$ cat config.mk
export PLATFORM = sky130hd
export DESIGN_NAME = srlas_queue
export DESIGN_NICKNAME = d
export VERILOG_FILES = /design/src/srlas_queue.sv
export SDC_FILE = /design/constraint.sdc
export NUM_CORES = 1
export LEC_CHECK = 0
export ABC_AREA = 1
export BUFFER_PORTS_ARGS = -buffer_cell sky130_fd_sc_hd__buf_2
export CORE_MARGIN = 3
export CORE_UTILIZATION = 60
export DETAILED_ROUTE_END_ITERATION = 6
export PLACE_DENSITY = 0.94
export SLEW_MARGIN = 20
export SYNTH_ARGS = -nofsm -noshare
export SYNTH_HDL_FRONTEND = slang
export SYNTH_SLANG_ARGS = --single-unit
$ cat constraint.sdc
create_clock -name clock -period 3.28 [get_ports clock]
set_input_delay 0.492 -clock clock [delete_from_list [all_inputs] [get_ports clock]]
set_output_delay 0.492 -clock clock [all_outputs]
set_load 0.05 [all_outputs]
$ cat src/srlas_queue.sv
// ----------------------------------------------------------------------------
// srlas_queue: small register queue
// Holds classified items between the front and the back so each side can
// stall on its own.
// ----------------------------------------------------------------------------
`default_nettype none

module srlas_queue #(
   parameter int WIDTH = 8,
   parameter int DEPTH = 4
) (
   input  wire logic             clock,
   input  wire logic             reset,
   input  wire logic             push,
   input  wire logic [WIDTH-1:0] push_data,
   output logic                  full,
   input  wire logic             pop,
   output logic [WIDTH-1:0]      pop_data,
   output logic                  empty
);

   localparam int PW = (DEPTH > 1) ? $clog2(DEPTH) : 1;
   localparam int NW = $clog2(DEPTH + 1);

   logic [WIDTH-1:0] slot_ff [DEPTH];
   logic [PW-1:0]    wptr_ff, wptr_in;
   logic [PW-1:0]    rptr_ff, rptr_in;
   logic [NW-1:0]    fill_ff, fill_in;
   logic             do_push;
   logic             do_pop;

   assign full     = (fill_ff == NW'(DEPTH));
   assign empty    = (fill_ff == '0);
   assign do_push  = push & ~full;
   assign do_pop   = pop & ~empty;
   assign pop_data = slot_ff[rptr_ff];

   // pointer and fill count update
   always_comb begin
      wptr_in = wptr_ff;
      rptr_in = rptr_ff;
      fill_in = fill_ff;
      if (do_push) begin
         wptr_in = (wptr_ff == PW'(DEPTH - 1)) ? '0 : wptr_ff + PW'(1);
      end
      if (do_pop) begin
         rptr_in = (rptr_ff == PW'(DEPTH - 1)) ? '0 : rptr_ff + PW'(1);
      end
      if (do_push && !do_pop) begin
         fill_in = fill_ff + NW'(1);
      end else if (!do_push && do_pop) begin
         fill_in = fill_ff - NW'(1);
      end
   end

   always_ff @(posedge clock) begin
      if (reset) begin
         wptr_ff <= '0;
         rptr_ff <= '0;
         fill_ff <= '0;
      end else begin
         wptr_ff <= wptr_in;
         rptr_ff <= rptr_in;
         fill_ff <= fill_in;
      end
   end

   // item storage
   always_ff @(posedge clock) begin
      if (do_push) begin
         slot_ff[wptr_ff] <= push_data;
      end
   end

endmodule

`default_nettype wire

Word-level counts from Yosys, hierarchy flattened
Memory sizes are Yosys's and may differ from the RTL's. A register that Yosys moved wholly into a read port is not among the register bits.
Cells that the tools add are included.
{ "totals": {"register_bits": 7, "mem_bits_rw": 32, "in_bits": 12, "out_inout_bits": 10, "word_cells": 29, "memories": 1} }
{ "classes": {"n_addsub": 4, "n_eq_ne": 3, "muxes": 8, "bitwise_logic": 4, "reduce_logical": 6} }
{ "memory_table": {"columns": ["memory", "depth", "width", "read_ports", "rd_ports_with_merged_regs", "write_ports", "line", "rtl"], "rows": [
  ["slot_ff", 4, 8, 1, 1, 1, "25", "logic [WIDTH-1:0] slot_ff [DEPTH];"]
]} }
{ "op_table": {"columns": ["cell", "n"], "rows": [
  ["2-bit 2-to-1 mux", 4],
  ["3-bit 2-to-1 mux", 2],
  ["2-bit by 1-bit adder with 2-bit output, second input constant", 2],
  ["2-bit equality test, second input constant", 2],
  ["3-bit by 1-bit adder with 3-bit output, second input constant", 1],
  ["3-bit equality test, second input constant", 1],
  ["3-bit zero test", 1],
  ["3-bit by 1-bit subtractor with 3-bit output, second input constant", 1],
  ["1-bit AND", 2],
  ["1-bit logical AND", 2],
  ["1-bit zero test", 2],
  ["1-bit 2-to-1 mux", 2],
  ["1-bit inverter", 2],
  ["2-bit nonzero test", 1]
]} }

Depth between registers and ports, before layout
Gate-level depths: netlist (run 1).
{ "logic_depth": {"depth_word": 7, "depth_mapped": 13, "mapped_depth_nobuf": 13} }

Worst setup path before layout (run 1)
Ideal clock, no wire load.
{ "synth_timing": {"kind": "reg2out", "from": "register (tool-made name)", "to": "output pop_data[6]", "arrival_time_ns": 1.406, "required_ns": 2.788, "setup_slack_ns": 1.382, "path_stages_with_launch": 4, "n_path_buf": 1, "path_cell_list": "dfxtp_1 > buf_6 > o21ai_1 > o22ai_1"} }
{ "synth_lines": {"columns": ["item", "line", "rtl"], "rows": [
  ["to (decl)", "18", "output logic [WIDTH-1:0] pop_data,"]
]} }

==> results of run 1 <==
## layout make-up
| class | instances | area share |
|---|---|---|
| clock buffer | 6 | 0.02181 |
| clock inverter | 2 | 0.01851 |
| inverter | 18 | 0.03569 |
| multi-input combinational | 86 | 0.2459 |
| sequential | 41 | 0.6028 |
| tap | 30 | 0.01983 |
| timing repair buffer | 21 | 0.05552 |
## metal layers
| metal | track usage | up-vias |
|---|---|---|
| met5 | 0 | - |
| met4 | 0.09061 | 0 |
| met3 | 0.07625 | 5 |
| met2 | 0.3533 | 28 |
| met1 | 0.2265 | 511 |
| li1 | - | 551 |
## logic make-up after synthesis
kind of cell / synth area share
AOI/OAI and AO/OA: 0.09218
and+or+nand+nor: 0.1209
xor gates and xnor gates: 0.005163
adders and majority gates: 0.05605
buffers and inverters: 0.05309
DFF: 0.6726
## flip-flops by register name, summed over array words and instances, names as in the netlist, named ones only
signal and count:
rptr_ff 2, slot_ff 32, fill_ff 3, wptr_ff 2
## worst min-delay path by stage
| stage | startpoint | to | slack, ps | cells past startpoint |
|---|---|---|---|---|
| finish | reset | fill_ff[0] | 310 | 2 |
| global route | reset | fill_ff[0] | 300 | 2 |
| detailed placement | rptr_ff[1] | flop | 530 | 2 |
| floorplan | rptr_ff[1] | flop | 480 | 2 |
| CTS | reset | fill_ff[0] | 300 | 2 |
| global placement | rptr_ff[1] | rptr_ff[1] | 510 | 2 |
## cell usage after synthesis
master    count  area share
nand3b_1      2      0.0088
inv_2         1      0.0022
o21ai_2       3       0.015
fa_1          1       0.012
xor2_1        1      0.0052
nand2_2       1      0.0037
nand4_1       1      0.0037
o22ai_1       8       0.029
o21ai_0      13       0.038
dfxtp_1       9        0.11
inv_1        17       0.038
nand2_1      13       0.029
ha_1          6       0.044
buf_6         2       0.013
edfxtp_1     32        0.57
nor2_1       33       0.073
a21oi_1       2      0.0059
nand3_1       1      0.0029
o21ai_1       1      0.0029
## stage by stage
stage / cells / setup WS (ps) / utilization / hold WS, ps / power, W
5_1_grt: 204 / 772.2 / 0.7309 / 302.5 / 0.001813
6_report: 204 / 947.2 / 0.7309 / 311.8 / 0.001706
3_3_place_gp: 196 / 1414 / 0.7014 / 506.9 / 0.001364
3_5_place_dp: 196 / 1293 / 0.7014 / 528.8 / 0.001406
4_1_cts: 204 / 962.3 / 0.7309 / 304.4 / 0.001713
2_1_floorplan: 147 / 1382 / - / 482.7 / 0.001254
## where the power goes
| group | total (W) | switching (W) | leakage (nW) | internal [W] |
|---|---|---|---|---|
| logic | 0.000682 | 0.000506 | 0.365 | 0.000176 |
| registers | 0.000709 | 0.0000648 | 0.368 | 0.000644 |
| clock network | 0.000315 | 0.000156 | 0.0422 | 0.000160 |
## worst max-delay path, delay by kind of cell (launching register included)
kind | cells | cell delay [ps]
compound gates | 2 | 340
buf+inv | 2 | 480
flops | 1 | 670
==> impl_metrics.yaml, run 1 <==
run_status:
  status: "finished, final reports clean"
setup_path:
  slowest_stage: "dfxtp_1"
  r2r_cells: 9
  r2r-start: "fill_ff[1]"
  critPathMaxFanout: 17
  setup.worst_path.class: "reg -> out"
  reg2reg_to: "fill_ff[1]"
  cp_cell_sequence: "inv_2 -> o21ai_0 -> o22ai_1 -> buf_2"
  cp_data_required_time_ps: 2790
  critPathArrivalTime_ps: 1840
  cp-endpoint: "pop_data[2]"
  end_kind: "output pin"
  critical-path-max-stage-delay_ps: 670
  r2r_slack_ps: 1320
  start_kind: "flop"
timing:
  slew_violations: 0
  rsz0062_at_grt: "false"
  tns_ps: 0
  setup_viol: 0
  max_slew.worst_pin.slew_ps: 807.2
  maxSlewHeadroom: 0.4599
  min_period_over_period: 0.7112
  final_hold_viol_count: 0
  fmax_mhz: 428.7
  min_period_ps: 2333
  finClkSkew_ps: 10.44
clocking:
  insertion_delay_ps: 350
  clk_path_buf_depth: 2
  cts_setup_buffers: 0
  cts.repair.resized: 0
  cts_tree: "yes"
  cts-root-buf: "clkbuf_4"
  h-tree-depth: 2
  numClockSinks: 41
  path_clk_slew_ps: 110
  ctsHoldBuffers: 0
  cts_made_buffers: 5
synth:
  syn_avg_cell_area_sq_um: 11.54
  synth_cell_types: 19
  yosys_register_bits: 41
  yosysWarnings: 0
  seq_area_frac_synth: 0.6726
  syn_inst: 147
  syn_nets: 166
  syn_area_sq_um: 1697
floorplan:
  start_util: 0.6551
  die_w_um: 59.18
  die_y_um: 59.18
  core_area_sq_um: 2590
  ioPinCount: 22
  dieArea_sq_um: 3502
  fp-row-count: 18
drt:
  wl_per_cell_um: 14.91
  top_layer: "met4"
  drt-total-wl_um: 3042
  viasPerCell: 5.368
  num_vias: 1095
  dr.pass1.iters: 4
  met3_length_um: 173
  drt_iter0_drc: 68
  drt-met1-wl_um: 1215
  wl_met2_um: 1600
  drcViolationCount: 0
  ant_nets: 0
power_and_ir_drop:
  p_leak_nw: 0.7745
  vdd_drop_max_uv: 657.2
  power_density_nw_per_um2: 901.1
cells_and_area:
  final_cell_area_sq_um: 1893
  drive_gt1_frac: 0.1897
  final_nets: 192
  n_antenna_cell: 0
  mostFrequentLayoutCell: "nor2_1"
  regArea_sq_um: 1141
  final_cell_mix: "33 x nor2_1, 32 x edfxtp_1, 21 x buf_2"
  syn_to_final_growth_pct: 11.58
  fillCellCount: 175
  multi_input_comb_area_sq_um: 465.4
placed_design:
  gp_congestion: 0.7623
  hpwl_um: 2227
  place_area_sq_um: 1817
  io_buffers: 21
global_route:
  first_global_vias: 1141
  antenna_found_initial: 0
  grt_max_degree: 18
  grt_pass1_wl_um: 5050
  grt_use_total: 0.2056
  grt-ovfl-total: 0
job:
  drv_cap: 0
worst_hold_path:
  hp-class: "in -> reg"
Power figures use the tool's default switching activity.
==> run 2: changes to the inputs <==
--- a/config.mk
+++ b/config.mk
@@ -8,9 +8,9 @@
 export ABC_AREA = 1
 export BUFFER_PORTS_ARGS = -buffer_cell sky130_fd_sc_hd__buf_2
 export CORE_MARGIN = 3
-export CORE_UTILIZATION = 60
+export CORE_UTILIZATION = 50
 export DETAILED_ROUTE_END_ITERATION = 6
-export PLACE_DENSITY = 0.94
+export PLACE_DENSITY = 0.85
 export SLEW_MARGIN = 20
 export SYNTH_ARGS = -nofsm -noshare
 export SYNTH_HDL_FRONTEND = slang
==> constraint.sdc (replaced) <==
create_clock -name clock -period 2.1 [get_ports clock]
set_input_delay 0.315 -clock clock [delete_from_list [all_inputs] [get_ports clock]]
set_output_delay 0.315 -clock clock [all_outputs]
set_load 0.05 [all_outputs]
==> run 2 against run 1 <==
Compared with the run above:
- global-route usage decreased by 4.2 points
- highest routed layer unchanged
- critical path type is now reg -> reg
- via count is 2.6% higher
- clock skew decreased by 2.9 ps
- routed wire length decreased by 1.1%
- critical path depth up 5
- clock-buffer cell count increased by 1
- clock power grew 13%
==> impl_metrics.yaml, run 2 (synthesis results as in run 1) <==
clocking:
  numClockSinks: 41
  h-tree-depth: 2
  insertion_delay_ps: 340
  clk_path_buf_depth: 2
  path_clk_slew_ps: 100
  cts_tree: "yes"
  cts_made_buffers: 5
  cts-root-buf: "clkbuf_4"
floorplan:
  core_area_sq_um: 3153
  ioPinCount: 22
  die_w_um: 64.25
  dieArea_sq_um: 4128
  start_util: 0.5381
  fp-row-count: 20
  die_y_um: 64.25
setup_path:
  slowest_stage: "fa_1"
  r2r_slack_ps: 150
  start_kind: "flop"
  critPathArrivalTime_ps: 2180
  critical-path-max-stage-delay_ps: 410
  cp_cell_sequence: "nor2_1 -> nand2_1 -> nand2_2 -> inv_1 -> ha_1 -> inv_1 -> fa_1 -> o21ai_0 -> nor2_1"
  setup.worst_path.class: "reg -> reg"
  cp_data_required_time_ps: 2330
  critPathMaxFanout: 7
  end_kind: "flop"
drt:
  drcViolationCount: 0
  dr.pass1.iters: 3
  drt-total-wl_um: 3010
  viasPerCell: 5.036
  num_vias: 1123
  wl_per_cell_um: 13.50
  ant_nets: 0
  drt_iter0_drc: 27
placed_design:
  io_buffers: 21
  pre_cts_slack_ps: 182.5
  gp_congestion: 0.7344
  hpwl_um: 2154
timing:
  finClkSkew_ps: 7.504
  min_period_ps: 1950
  slew_violations: 0
  max_slew.worst_pin.slew_ps: 345.4
  maxSlewHeadroom: 0.7694
  tns_ps: 0
  final_hold_viol_count: 0
  rsz0062_at_grt: "false"
  fmax_mhz: 512.7
  finalWorstSetupSlack_ps: 149.5
  min_period_over_period: 0.9288
  whs_ps: 136.7
  setup_viol: 0
job:
  drv_cap: 0
power_and_ir_drop:
  power_density_nw_per_um2: 1332
  vdd_drop_max_uv: 633.3
  p_leak_nw: 0.7879
  share_seq_of_total_power: 0.428
  swShare: 0.4405
  combPwrFrac: 0.433
  total_power_w: 0.002561
  switching_power_w: 0.001128
  intPower_w: 0.001433
  pwr-share-clk: 0.139
worst_hold_path:
  hp-class: "in -> reg"
cells_and_area:
  mostFrequentLayoutCell: "nor2_1"
  largest_reg_flops: 32
  regMostFlops: "slot_ff"
  syn_to_final_growth_pct: 13.27
  final_cell_mix: "33 x nor2_1, 32 x edfxtp_1, 21 x buf_2"
  drive_gt1_frac: 0.2123
  final_nets: 197
  reg_top3: "slot_ff: 32 flops, fill_ff: 3 flops"
  n_antenna_cell: 0
  postLayoutCoreUtil: 0.6095
global_route:
  first_global_vias: 1122
  antenna_found_initial: 0
  grt_pass1_wl_um: 4968
  grt_max_degree: 17
  grt-ovfl-total: 0
  grt_use_total: 0.1637
run_status:
  status: "finished, final reports clean"
run 2: layout make-up:
type | instances | area, sq um
multi-input combinational | 86 | 465.4
clock inverter | 1 | 5.005
timing repair buffer | 26 | 142.6
inverter | 18 | 67.56
clock buffer | 7 | 45.04
sequential | 41 | 1141
tap | 44 | 55.05
fill | 265 | 1231
run 2: path summary, 6_finish.rpt:
kind	startpoint	to	depth (start not counted)
min reg2reg	rptr_ff[1]	rptr_ff[1]	2
max reg2reg	fill_ff[1]	fill_ff[1]	9
min	reset	fill_ff[0]	2
max	fill_ff[1]	fill_ff[1]	9
run 2: what timing repair did:
item | CTS | global route
hold buffers | 0 | 0
setup buffers | 0 | 0
gates resized for setup | 0 | 1
setup endpoints to repair | 0 | 1
endpoints found under the hold margin | 0 | 0
run 2: worst max-delay path: cells and delay by family, from the launching register on:
| kind | cells | cell delay [ps] |
|---|---|---|
| flops | 1 | 360 |
| fa+ha+maj | 2 | 620 |
| buf+inv | 2 | 150 |
| simple gates | 4 | 550 |
| compound gates | 1 | 180 |
run 2: power by group through the flow:
stage / Combinational (W) / Sequential [W] / Clock, W
after global placement: 0.00106 / 0.00111 / 0
after global routing: 0.00121 / 0.00111 / 0.000408
after CTS: 0.00111 / 0.00110 / 0.000370
after floorplan: 0.000872 / 0.00109 / 0
final: 0.00111 / 0.00110 / 0.000357
after detailed placement: 0.00111 / 0.00111 / 0
run 2: metrics by stage:
stage / instances / instance area, sq um
floorplan: 147 / 1697
global placement: 215 / 1872
detailed placement: 215 / 1872
CTS: 223 / 1922
global route: 223 / 1922
finish: 223 / 1922
run 2: routing by layer:
layer | vias up | share of wire | global-route usage
li1 | 563 | - | -
met1 | 528 | 0.40 | 0.1777
met2 | 24 | 0.53 | 0.2887
met3 | 8 | 0.042 | 0.03866
met4 | 0 | 0.020 | 0.09499
met5 | - | 0 | 0
