File: config.mk
export PLATFORM = sky130hd
export DESIGN_NAME = srlas_front
export DESIGN_NICKNAME = d
export VERILOG_FILES = /design/src/srlas_pkg.sv /design/src/srlas_front.sv
export SDC_FILE = /design/constraint.sdc
export NUM_CORES = 1
export LEC_CHECK = 0
export ABC_AREA = 1
export BUFFER_PORTS_ARGS = -buffer_cell sky130_fd_sc_hd__buf_4
export CORE_MARGIN = 1
export CORE_UTILIZATION = 48
export CTS_CLUSTER_SIZE = 30
export DETAILED_ROUTE_END_ITERATION = 8
export GPL_TIMING_DRIVEN = 1
export PLACE_DENSITY = 0.78
export SLEW_MARGIN = 20
export SYNTH_ARGS = -nofsm -noshare
export SYNTH_HDL_FRONTEND = slang
export SYNTH_SLANG_ARGS = --single-unit
File: constraint.sdc
create_clock -name clock -period 2.65 [get_ports clock]
set_clock_uncertainty 0.1 [all_clocks]
set_input_delay 0.1325 -clock clock [delete_from_list [all_inputs] [get_ports clock]]
set_output_delay 0.1325 -clock clock [all_outputs]
set_load 0.005 [all_outputs]
File: src/srlas_pkg.sv
// ----------------------------------------------------------------------------
// srlas_pkg: shared types and constants
// Constants, queue entry control struct and back-end state type for the
// self-repeat local alignment score block.
// ----------------------------------------------------------------------------
`default_nettype none

package srlas_pkg;

   // default maximum stored sequence length
   localparam int MaxLenDefault = 1024;
   // residue code width
   localparam int ResidueW      = 8;
   // result score width and its saturation value
   localparam int ScoreW        = 11;
   localparam int ScoreSat      = 2047;
   // depth of the queue between front and back
   localparam int QueueDepth    = 4;

   // control bits of one classified item
   typedef struct packed {
      logic store;     // residue goes into the store
      logic last;      // sequence ends with this item
      logic too_long;  // residues were dropped in this sequence
   } ctl_type;

   // back-end sequencer states
   typedef enum logic [2:0] {
      BK_IDLE,
      BK_PRE1,
      BK_PRE2,
      BK_CELL,
      BK_DONE
   } back_state_type;

endpackage

`default_nettype wire

File: src/srlas_front.sv
// ----------------------------------------------------------------------------
// srlas_front: input classifier
// Accepts residues, assigns each a store index or marks it dropped, and
// tracks sequence length and overflow until the last residue.
// ----------------------------------------------------------------------------
`default_nettype none

module srlas_front #(
   parameter int MAX_LEN = srlas_pkg::MaxLenDefault
) (
   input  wire logic                            clock,
   input  wire logic                            reset,
   // input channel
   input  wire logic                            req_push,
   input  wire logic [srlas_pkg::ResidueW-1:0]  req_residue,
   input  wire logic                            req_last_residue,
   output logic                                 req_full,
   // toward the queue
   output logic                                 q_push,
   output logic [$bits(srlas_pkg::ctl_type)+srlas_pkg::ResidueW+$clog2(MAX_LEN+1)-1:0]
                                                q_data,
   input  wire logic                            q_full
);

   localparam int CW = $clog2(MAX_LEN + 1);

   logic [CW-1:0]      count_ff, count_in;
   logic               ovf_ff, ovf_in;
   logic               accept;
   srlas_pkg::ctl_type ctl;

   assign req_full = q_full;
   assign accept   = req_push & ~q_full;
   assign q_push   = accept;

   // classify: store while room remains, otherwise drop and flag
   always_comb begin
      ctl.store    = (count_ff < CW'(MAX_LEN));
      ctl.last     = req_last_residue;
      ctl.too_long = ovf_ff | ~ctl.store;
   end

   assign q_data = {ctl, req_residue, count_ff};

   // length and overflow tracking
   always_comb begin
      count_in = count_ff;
      ovf_in   = ovf_ff;
      if (accept) begin
         if (req_last_residue) begin
            count_in = '0;
            ovf_in   = 1'b0;
         end else if (ctl.store) begin
            count_in = count_ff + CW'(1);
         end else begin
            ovf_in = 1'b1;
         end
      end
   end

   always_ff @(posedge clock) begin
      if (reset) begin
         count_ff <= '0;
         ovf_ff   <= 1'b0;
      end else begin
         count_ff <= count_in;
         ovf_ff   <= ovf_in;
      end
   end

endmodule

`default_nettype wire

Word level (Yosys, flattened, before mapping)
Cells that the tools add are included.

Word-level logic and storage cells: 16. Input port bits: 13. Output and inout port bits: 24. Flip-flop bits (word level): 12.

Order comparisons: 1. Bitwise gates (word level): 4. Reduce and logical (&&, ||, !) cells: 3. Muxes and demuxes: 4. Equal/unequal tests: 1. Add/subtract/negate cells: 1.

Operator list (number): $mux 11 (2); $add 11x1->11 const B (1); $lt 11x11->1 const B (1); $reduce_and 2->1 (2); $mux 1 (2); $ne 2x2->1 const B (1); $not 1->1 (2); $reduce_bool 2->1 (1); $and 1x1->1 (1); $or 1x1->1 (1).

Logic depth before layout (Yosys ltp)
Gate-level depths: netlist (run 1).

Depth after elaboration: 3. Gate-level depth with buffers: 7.

Least setup slack after synthesis (run 1)
Ideal clock, no wire load.

Path kind: register to register. From: register count_ff[1]. To: register count_ff[8]. Path slack: 1.437 ns. Cell stages (with the launch flop): 7. Setup time: 0.114 ns. Clock period less this slack: 1.213 ns. Data required time: 2.436 ns. Path buffers: 0. Arrival: 0.999 ns. Cells stage by stage: dfxtp_1 > ha_1 > nand2_1 > nor2_1 > nand3_1 > nand2_1 > a21oi_2.

Longest elaborated chain between the ends: 3.

Ends and longest elaborated chain: from (decl) (RTL line srlas_front.sv:27) `logic [CW-1:0] count_ff, count_in;`; from (signal assigned) (RTL line srlas_front.sv:66) `count_ff <= count_in;`; $add 11x1->11 / $lt 11x11->1 (equally long branches) (RTL line srlas_front.sv:54, srlas_front.sv:38); $mux 11 / $reduce_bool 2->1 (equally long branches); $mux 11 / $reduce_and 2->1 (equally long branches).

Several ways; a longest one is shown, not always the timed one. The select of a mux whose other input is x is not followed. A chain may end at the register's enable or synchronous reset.

Worst setup path in the final report (run 1)
Same ends and word-level chain as after synthesis.

==> results.sh, run 1 <==
export IMPL_core_um2=1520
export IMPL_drt_total_wl_um=1720
export IMPL_cts_buffers=3
export IMPL_combinationalPowerShare_pct=10.0
export IMPL_period_share_pct=48.5
export IMPL_reg2reg_depth=6
export IMPL_fp_dieW_um=42.8
export IMPL_die_h_um=42.8
export IMPL_tightest_slew_ns=0.270
export IMPL_drt_initial_drc_count=11
export IMPL_netlist_instances=119
export IMPL_rsz0062_at_grt="false"
export IMPL_p_sw_uw=88.8
export IMPL_synth_warnings=0
export IMPL_diodes=0
export IMPL_hold_buffers=0
export IMPL_cp_required_ns=2.74
export IMPL_place_ws_ns=1.36
export IMPL_finalHoldWorstSlack_ns=0.0297
export IMPL_cts_resized=0
export IMPL_cpPeakStageDelay_ns=0.40
export IMPL_slew_headroom_pct=81.9
export IMPL_boundaryPins=37
export IMPL_overflow=0
export IMPL_syn_num_nets=133
export IMPL_avgSynthCellArea_um2=6.71
export IMPL_fill_cells=149
export IMPL_cp_top_family="simple AND/OR/NAND/NOR gates"
export IMPL_use_met3_pct=5.53
export IMPL_critical_path_cell_chain="ha_1, nand2_1, nor2_1, nand3_1, nand2_1, a21oi_2"
export IMPL_fin_ws_ns=1.36
export IMPL_area_delta_synth_final_pct=16.5
export IMPL_internal_power_uw=279
export IMPL_setup_viol_count_final=0
export IMPL_vias=738
export IMPL_drc_errors=0
export IMPL_timing_critical_path_mode_cell="nand2_1"
export IMPL_grt_pass1_vias=677
export IMPL_grt_pass1_wl_um=2960
export IMPL_gp_congestion=0.799
export IMPL_min_path_type="in -> reg"
export IMPL_final_common_cell="nand2_1"
export IMPL_hold_path_depth=4
export IMPL_power_frac_seq_pct=49.5
export IMPL_post_cts_buffers=0
export IMPL_ant_nets=0
export IMPL_clock_latency_ns=0.28
export IMPL_critPathArrivalTime_ns=1.37
export IMPL_drt_pass1_iterations=4
export IMPL_crit_buf_inv=0
export IMPL_cts_sink_count=12
export IMPL_rows=14
export IMPL_grt_max_degree=9
export IMPL_drive_gt1_share_pct=30.1
export IMPL_crit_path_end_kind="register"
export IMPL_synth_distinct_cells=22
export IMPL_wl_per_cell_um=11.6
export IMPL_fin_nets=148
export IMPL_track_usage_pct=21.2
export IMPL_clk_pin_slew_ns=0.08
export IMPL_final_util_pct=61.0
export IMPL_peakVddDrop_mv=0.296
export IMPL_path_max_fanout=5
export IMPL_hold_viol=0
export IMPL_numPortBuffers=20
export IMPL_synth_area_um2=798
export IMPL_cts_root_buf="clkbuf_4"
export IMPL_synth_seq_cells=12
export IMPL_htree_levels=1
export IMPL_fmax_mhz=778
export IMPL_die_area_um2=1830
export IMPL_powerDensity_nw_per_um2=396
export IMPL_via_per_inst=4.95
export IMPL_place_inst=145
export IMPL_start_kind="register"
export IMPL_p_sw_share_pct=24.1
export IMPL_initial_core_util_pct=52.4
export IMPL_grt_busiest_layer="met2"
export IMPL_maxCapViolCount=0
export IMPL_fin_setup_tns_ns=0
export IMPL_final_cell_mix="38 x nand2_1, 20 x buf_4, 16 x inv_1"
export IMPL_leakage_nw=0.427
export IMPL_antenna_found_initial=0
export IMPL_met1_usage_pct=25.9
export IMPL_met2_usage_pct=36.1
export IMPL_cts_max_path_buffers=2
export IMPL_yosysSeqAreaShare_pct=30.1
export IMPL_critPathSlowestCell="dfxtp_1"
export IMPL_status="completed"
export IMPL_fin_crit_ns=1.29
export IMPL_dp_hpwl_um=1400
export IMPL_p_clk_share_pct=40.5
export IMPL_cts_tree="done"
export IMPL_critical_path_class="reg -> reg"
export IMPL_path_depth=6
export IMPL_layout_cells_non_filler=149
export IMPL_drv_slew=0
[sequential cells by signal, indices dropped and copies added (netlist names)]
register  count
ovf_ff        1
count_ff     11
[cells by family after synthesis]
group / share of synthesized area, %
compound gates: 13.3
fa+ha+maj: 1.57
buf+inv: 17.9
flops: 30.1
simple gates: 37.1
[per-layer routing]
layer / vias to the layer above / share of wire (%)
li1: 390 / -
met1: 327 / 45
met4: 0 / 1.2
met5: - / 0
met3: 4 / 4.8
met2: 17 / 49
[cell usage after synthesis, drive strengths merged]
master	n	share of area, %
nand2	41	21
nand4	1	0.78
nor2	12	9.2
inv	18	8.5
buf	10	9.4
nand3	9	6.3
o22ai	1	0.78
o21ai	5	5.0
dfxtp	12	30
a21oi	9	7.5
ha	1	1.6
[area by class of cell]
type	count	area, um^2	share of cell area, %
multi-input cells	79	415	44.7
flip-flops and latches	12	240	25.8
inverters	18	67.6	7.27
well taps	16	20.0	2.15
repair buffers	20	150	16.2
clock buffers	4	36.3	3.90
[power by group through the flow]
stage / clock, mW / sequential [mW] / combinational (mW)
final: 0.149 / 0.182 / 0.0369
after global routing: 0.161 / 0.182 / 0.0409
after CTS: 0.151 / 0.182 / 0.0372
after detailed placement: 0 / 0.187 / 0.0368
after global placement: 0 / 0.186 / 0.0363
after floorplan: 0 / 0.186 / 0.0316
[worst register-to-register path, stage by stage (launching register included)]
cell	delay, ns
dfxtp_1	0.40
ha_1	0.19
nand2_1	0.09
nor2_1	0.17
nand3_1	0.12
nand2_1	0.09
a21oi_2	0.05
[worst paths after layout]
check	startpoint	end	slack [ns]
setup / recovery	count_ff[1]	count_ff[8]	1.36
hold / removal	reset	count_ff[1]	0.03
setup reg to reg	count_ff[1]	count_ff[8]	1.36
hold reg to reg	ovf_ff	ovf_ff	0.37
[per-stage QoR]
step                total power, mW  area, um^2
global route                  0.385         930
CTS                           0.371         930
detailed placement            0.223         893
global placement              0.223         893
floorplan                     0.218         798
finish                        0.368         930
Note: power is estimated with default switching activity, not from simulation.
==> run 2, diff against run 1 <==
--- a/config.mk
+++ b/config.mk
@@ -8,11 +8,11 @@
 export ABC_AREA = 1
 export BUFFER_PORTS_ARGS = -buffer_cell sky130_fd_sc_hd__buf_4
 export CORE_MARGIN = 1
-export CORE_UTILIZATION = 48
+export CORE_UTILIZATION = 41
 export CTS_CLUSTER_SIZE = 30
 export DETAILED_ROUTE_END_ITERATION = 8
 export GPL_TIMING_DRIVEN = 1
-export PLACE_DENSITY = 0.78
+export PLACE_DENSITY = 0.7
 export SLEW_MARGIN = 20
 export SYNTH_ARGS = -nofsm -noshare
 export SYNTH_HDL_FRONTEND = slang
==> constraint.sdc (replaced) <==
create_clock -name clock -period 1.1 [get_ports clock]
set_clock_uncertainty 0.1 [all_clocks]
set_input_delay 0.055 -clock clock [delete_from_list [all_inputs] [get_ports clock]]
set_output_delay 0.055 -clock clock [all_outputs]
set_load 0.005 [all_outputs]
==> results.sh, run 2 (synthesized netlist as in run 1, its figures left out) <==
export IMPL_grt_pass1_vias=743
export IMPL_cp_required_ns=1.23
export IMPL_maxCapViolCount=0
export IMPL_cts_max_path_buffers=2
export IMPL_tightest_slew_ns=0.224
export IMPL_die_h_um=46.1
export IMPL_hold_viol=0
export IMPL_via_per_inst=4.66
export IMPL_numPortBuffers=20
export IMPL_cts_buffers=3
export IMPL_core_um2=1780
export IMPL_clk_pin_slew_ns=0.09
export IMPL_die_area_um2=2130
export IMPL_fin_nets=168
export IMPL_diodes=0
export IMPL_rows=15
export IMPL_slew_headroom_pct=85.0
export IMPL_fin_setup_tns_ns=-0.177
export IMPL_drv_slew=0
export IMPL_drt_total_wl_um=2060
export IMPL_period_share_pct=104
export IMPL_fin_crit_ns=1.14
export IMPL_fill_cells=156
export IMPL_ant_nets=0
export IMPL_largestRegisters="count_ff: 11 flops, ovf_ff: 1 flops"
export IMPL_regMostFlops="count_ff"
export IMPL_gp_congestion=0.900
export IMPL_largest_register_ffs=11
export IMPL_clock_latency_ns=0.28
export IMPL_vias=830
export IMPL_dpl_cell_area_um2=1060
export IMPL_hold_path_depth=0
export IMPL_htree_levels=1
export IMPL_reg2reg_to="count_ff[7]"
export IMPL_drt_pass1_iterations=4
export IMPL_peakVddDrop_mv=0.652
export IMPL_hold_end="q_data[14]"
export IMPL_wl_per_cell_um=11.6
export IMPL_drc_errors=0
export IMPL_crit_path_end_kind="register"
export IMPL_track_usage_pct=21.1
export IMPL_final_cell_mix="34 x nand2_1, 33 x buf_4, 16 x inv_1"
export IMPL_finalHoldWorstSlack_ns=0.0100
export IMPL_status="complete, but fails checks"
export IMPL_fin_ws_ns=-0.0437
export IMPL_start_kind="register"
export IMPL_overflow=0
export IMPL_dp_hpwl_um=1520
export IMPL_final_common_cell="nand2_1"
export IMPL_antenna_found_initial=0
export IMPL_rsz0062_at_grt="true"
export IMPL_fp_dieW_um=46.1
export IMPL_fmax_mhz=874
export IMPL_drt_initial_drc_count=21
export IMPL_path_max_fanout=4
export IMPL_leakage_nw=0.563
export IMPL_cts_sink_count=12
export IMPL_violations="setup timing"
export IMPL_area_delta_synth_final_pct=52.4
export IMPL_hp_start="req_residue[3]"
export IMPL_critPathArrivalTime_ns=1.27
export IMPL_grt_max_degree=8
export IMPL_cts_root_buf="clkbuf_4"
export IMPL_r2r_start="count_ff[3]"
export IMPL_final_area_um2=1220
export IMPL_reg2reg_slack_ns=-0.04
export IMPL_cts_tree="done"
export IMPL_min_path_type="in -> out"
export IMPL_critical_path_class="reg -> reg"
export IMPL_boundaryPins=37
export IMPL_setup_viol_count_final=7
export IMPL_reg2reg_depth=6
export IMPL_drive_gt1_share_pct=49.7
export IMPL_grt_pass1_wl_um=3160
export IMPL_initial_core_util_pct=44.8
export IMPL_powerDensity_nw_per_um2=764
-- run 2: cell count changes in the layout (fill, tap and decap cells not counted), sizes merged --
cell,change
buf,+18
dlygate4sd3,+2
-- run 2: through the flow --
step	power (mW)	cells	util, %	setup WS (ns)
after detailed placement	0.565	169	59.6	-0.125
after global placement	0.564	169	59.6	-0.0799
final	0.929	178	68.2	-0.0437
after global routing	0.960	178	68.2	-0.119
after CTS	0.922	176	66.0	-0.0421
after floorplan	0.528	119	-	0.00166
-- run 2: layout make-up --
class | instances | area (um^2) | share of cell area, %
multi-input combinational | 79 | 483 | 39.7
timing repair buffer | 40 | 342 | 28.1
sequential | 12 | 254 | 20.9
clock buffer | 4 | 36.3 | 2.98
inverter | 18 | 70.1 | 5.76
tap | 25 | 31.3 | 2.57
-- run 2: per-layer routing --
layer | part of all wire (%) | track usage [%] | up-vias
li1 | - | - | 427
met1 | 45 | 26.7 | 368
met3 | 5.2 | 3.14 | 6
met2 | 48 | 33.5 | 29
met5 | 0 | 0 | -
met4 | 2.2 | 12.9 | 0
-- run 2: how the worst max path moves through the flow --
stage | cells past startpoint | from | to
6_report | 6 | count_ff[3] | count_ff[7]
5_1_grt | 6 | count_ff[3] | count_ff[7]
4_1_cts | 4 | count_ff[10] | q_data[19]
3_5_place_dp | 6 | count_ff[0] | count_ff[8]
3_3_place_gp | 6 | count_ff[0] | count_ff[8]
2_1_floorplan | 6 | count_ff[1] | count_ff[6]
-- run 2: critical path, cell delays in order (launching register included) --
cell     delay (ns)
dfxtp_1        0.39
nand2_2        0.11
nor2_2         0.17
nand2_1        0.07
nand2_1        0.06
nand2_1        0.08
a21oi_2        0.10
-- run 2: power by group --
part	total (mW)	internal (mW)	switching [mW]
Combinational	0.132	0.0664	0.0653
Clock	0.362	0.202	0.160
Sequential	0.435	0.431	0.00424
Total	0.929	0.699	0.230
-- run 2: what timing repair did --
item	CTS	global route
buffers inserted	1	2
cloned	0	0
endpoints found under the hold margin	4	0
pin swaps	7	4
resized for setup	16	8
hold buffers	2	0
setup endpoints to repair	11	14
==> run 3, diff against run 2 <==
--- a/config.mk
+++ b/config.mk
@@ -12,7 +12,7 @@
 export CTS_CLUSTER_SIZE = 30
 export DETAILED_ROUTE_END_ITERATION = 8
 export GPL_TIMING_DRIVEN = 1
-export PLACE_DENSITY = 0.7
+export PLACE_DENSITY_LB_ADDON = 0.05
 export SLEW_MARGIN = 20
 export SYNTH_ARGS = -nofsm -noshare
 export SYNTH_HDL_FRONTEND = slang
==> results.sh, run 3 (synthesized netlist as in run 1, its figures left out) <==
export IMPL_peakVddDrop_mv=0.593
export IMPL_numPortBuffers=20
export IMPL_met2_usage_pct=34.6
export IMPL_dp_hpwl_um=1530
export IMPL_grt_busiest_layer="met2"
export IMPL_initial_core_util_pct=44.8
export IMPL_regMostFlops="count_ff"
export IMPL_drt_initial_drc_count=8
export IMPL_grt_pass1_wl_um=3310
export IMPL_cts_buffers=3
export IMPL_fmax_mhz=887
export IMPL_critPathArrivalTime_ns=0.97
export IMPL_crit_path_end_kind="primary output"
export IMPL_ant_nets=0
export IMPL_leakage_nw=0.554
export IMPL_drt_pass1_iterations=4
export IMPL_die_area_um2=2130
export IMPL_drive_gt1_share_pct=52.0
export IMPL_final_common_cell="nand2_1"
export IMPL_antenna_found_initial=0
export IMPL_drc_errors=0
export IMPL_fin_ws_ns=-0.0275
export IMPL_min_path_type="in -> out"
export IMPL_setup_viol_count_final=4
export IMPL_drv_slew=0
export IMPL_final_cell_mix="33 x nand2_1, 30 x buf_4, 16 x inv_1"
export IMPL_gp_congestion=0.773
export IMPL_diodes=0
export IMPL_core_um2=1780
export IMPL_use_met3_pct=5.49
export IMPL_fin_nets=167
export IMPL_fin_setup_tns_ns=-0.0700
export IMPL_cp_required_ns=0.94
export IMPL_track_usage_pct=22.6
export IMPL_start_kind="register"
export IMPL_maxCapViolCount=0
export IMPL_status="complete, but fails checks"
export IMPL_rows=15
export IMPL_fp_dieW_um=46.1
export IMPL_total_power_uw=922
export IMPL_clock_latency_ns=0.29
export IMPL_grt_max_degree=8
export IMPL_hold_viol=0
export IMPL_die_h_um=46.1
export IMPL_cts_max_path_buffers=2
export IMPL_path_max_fanout=4
export IMPL_slew_headroom_pct=87.2
export IMPL_critical_path_class="reg -> out"
export IMPL_largestRegisters="count_ff: 11 flops, ovf_ff: 1 flops"
export IMPL_clk_pin_slew_ns=0.07
export IMPL_cts_tree="done"
export IMPL_powerDensity_nw_per_um2=749
export IMPL_cts_sink_count=12
export IMPL_boundaryPins=37
export IMPL_via_per_inst=4.71
export IMPL_overflow=0
export IMPL_rsz0062_at_grt="true"
export IMPL_cts_root_buf="clkbuf_4"
export IMPL_tightest_slew_ns=0.190
export IMPL_fin_crit_ns=1.13
export IMPL_largest_register_ffs=11
export IMPL_final_area_um2=1230
export IMPL_final_util_pct=69.1
export IMPL_dpl_cell_area_um2=1040
export IMPL_grt_pass1_vias=792
export IMPL_drt_total_wl_um=2080
export IMPL_vias=833
export IMPL_area_delta_synth_final_pct=54.2
export IMPL_period_share_pct=103
export IMPL_htree_levels=1
export IMPL_violations="setup timing"
export IMPL_wl_per_cell_um=11.7
export IMPL_met1_usage_pct=28.7
[run 3: path summary, 6_finish.rpt]
| path | start | to | slack [ns] | cells after the start |
|---|---|---|---|---|
| setup / recovery | count_ff[10] | q_data[19] | -0.03 | 4 |
| hold reg to reg | ovf_ff | ovf_ff | 0.41 | 2 |
| hold / removal | req_residue[7] | q_data[18] | 0.01 | 0 |
| setup reg to reg | count_ff[0] | count_ff[6] | -0.03 | 6 |
[run 3: per-layer routing]
layer | vias up | wire, um
met5 | - | 0
met4 | 0 | 49
met3 | 7 | 81
met2 | 21 | 1010
met1 | 374 | 939
li1 | 431 | -
[run 3: worst max-delay path: stages (launching register included)]
cell	delay, ns
dfxtp_4	0.37
inv_4	0.08
buf_6	0.11
nand2_4	0.04
buf_6	0.11
[run 3: repair_timing]
action                     CTS  global route
gates resized for setup     16            19
hold buffers                 2             0
hold endpoints to repair     4             0
setup endpoints to repair    8            14
cloned                       0             0
setup buffers                1             1
pin swaps                    4             9
[run 3: through the flow]
step	setup WS, ns	instances	hold slack [ns]
2_1_floorplan	0.00166	119	0.0480
3_3_place_gp	-0.0688	169	0.0100
3_5_place_dp	-0.0919	169	0.0100
4_1_cts	-0.0211	176	0.0100
5_1_grt	-0.117	177	0.0100
6_report	-0.0275	177	0.0100
[run 3: final cells by class]
type / count / area (um^2)
inverters: 18 / 70.1
multi-input cells: 79 / 510
fillers: 156 / 552
flip-flops and latches: 12 / 259
well taps: 25 / 31.3
clock buffers: 4 / 36.3
repair buffers: 39 / 324
[run 3: report_power, final]
part           switching, mW  internal, mW
Clock                  0.164         0.202
Sequential           0.00321         0.428
Combinational         0.0666        0.0580
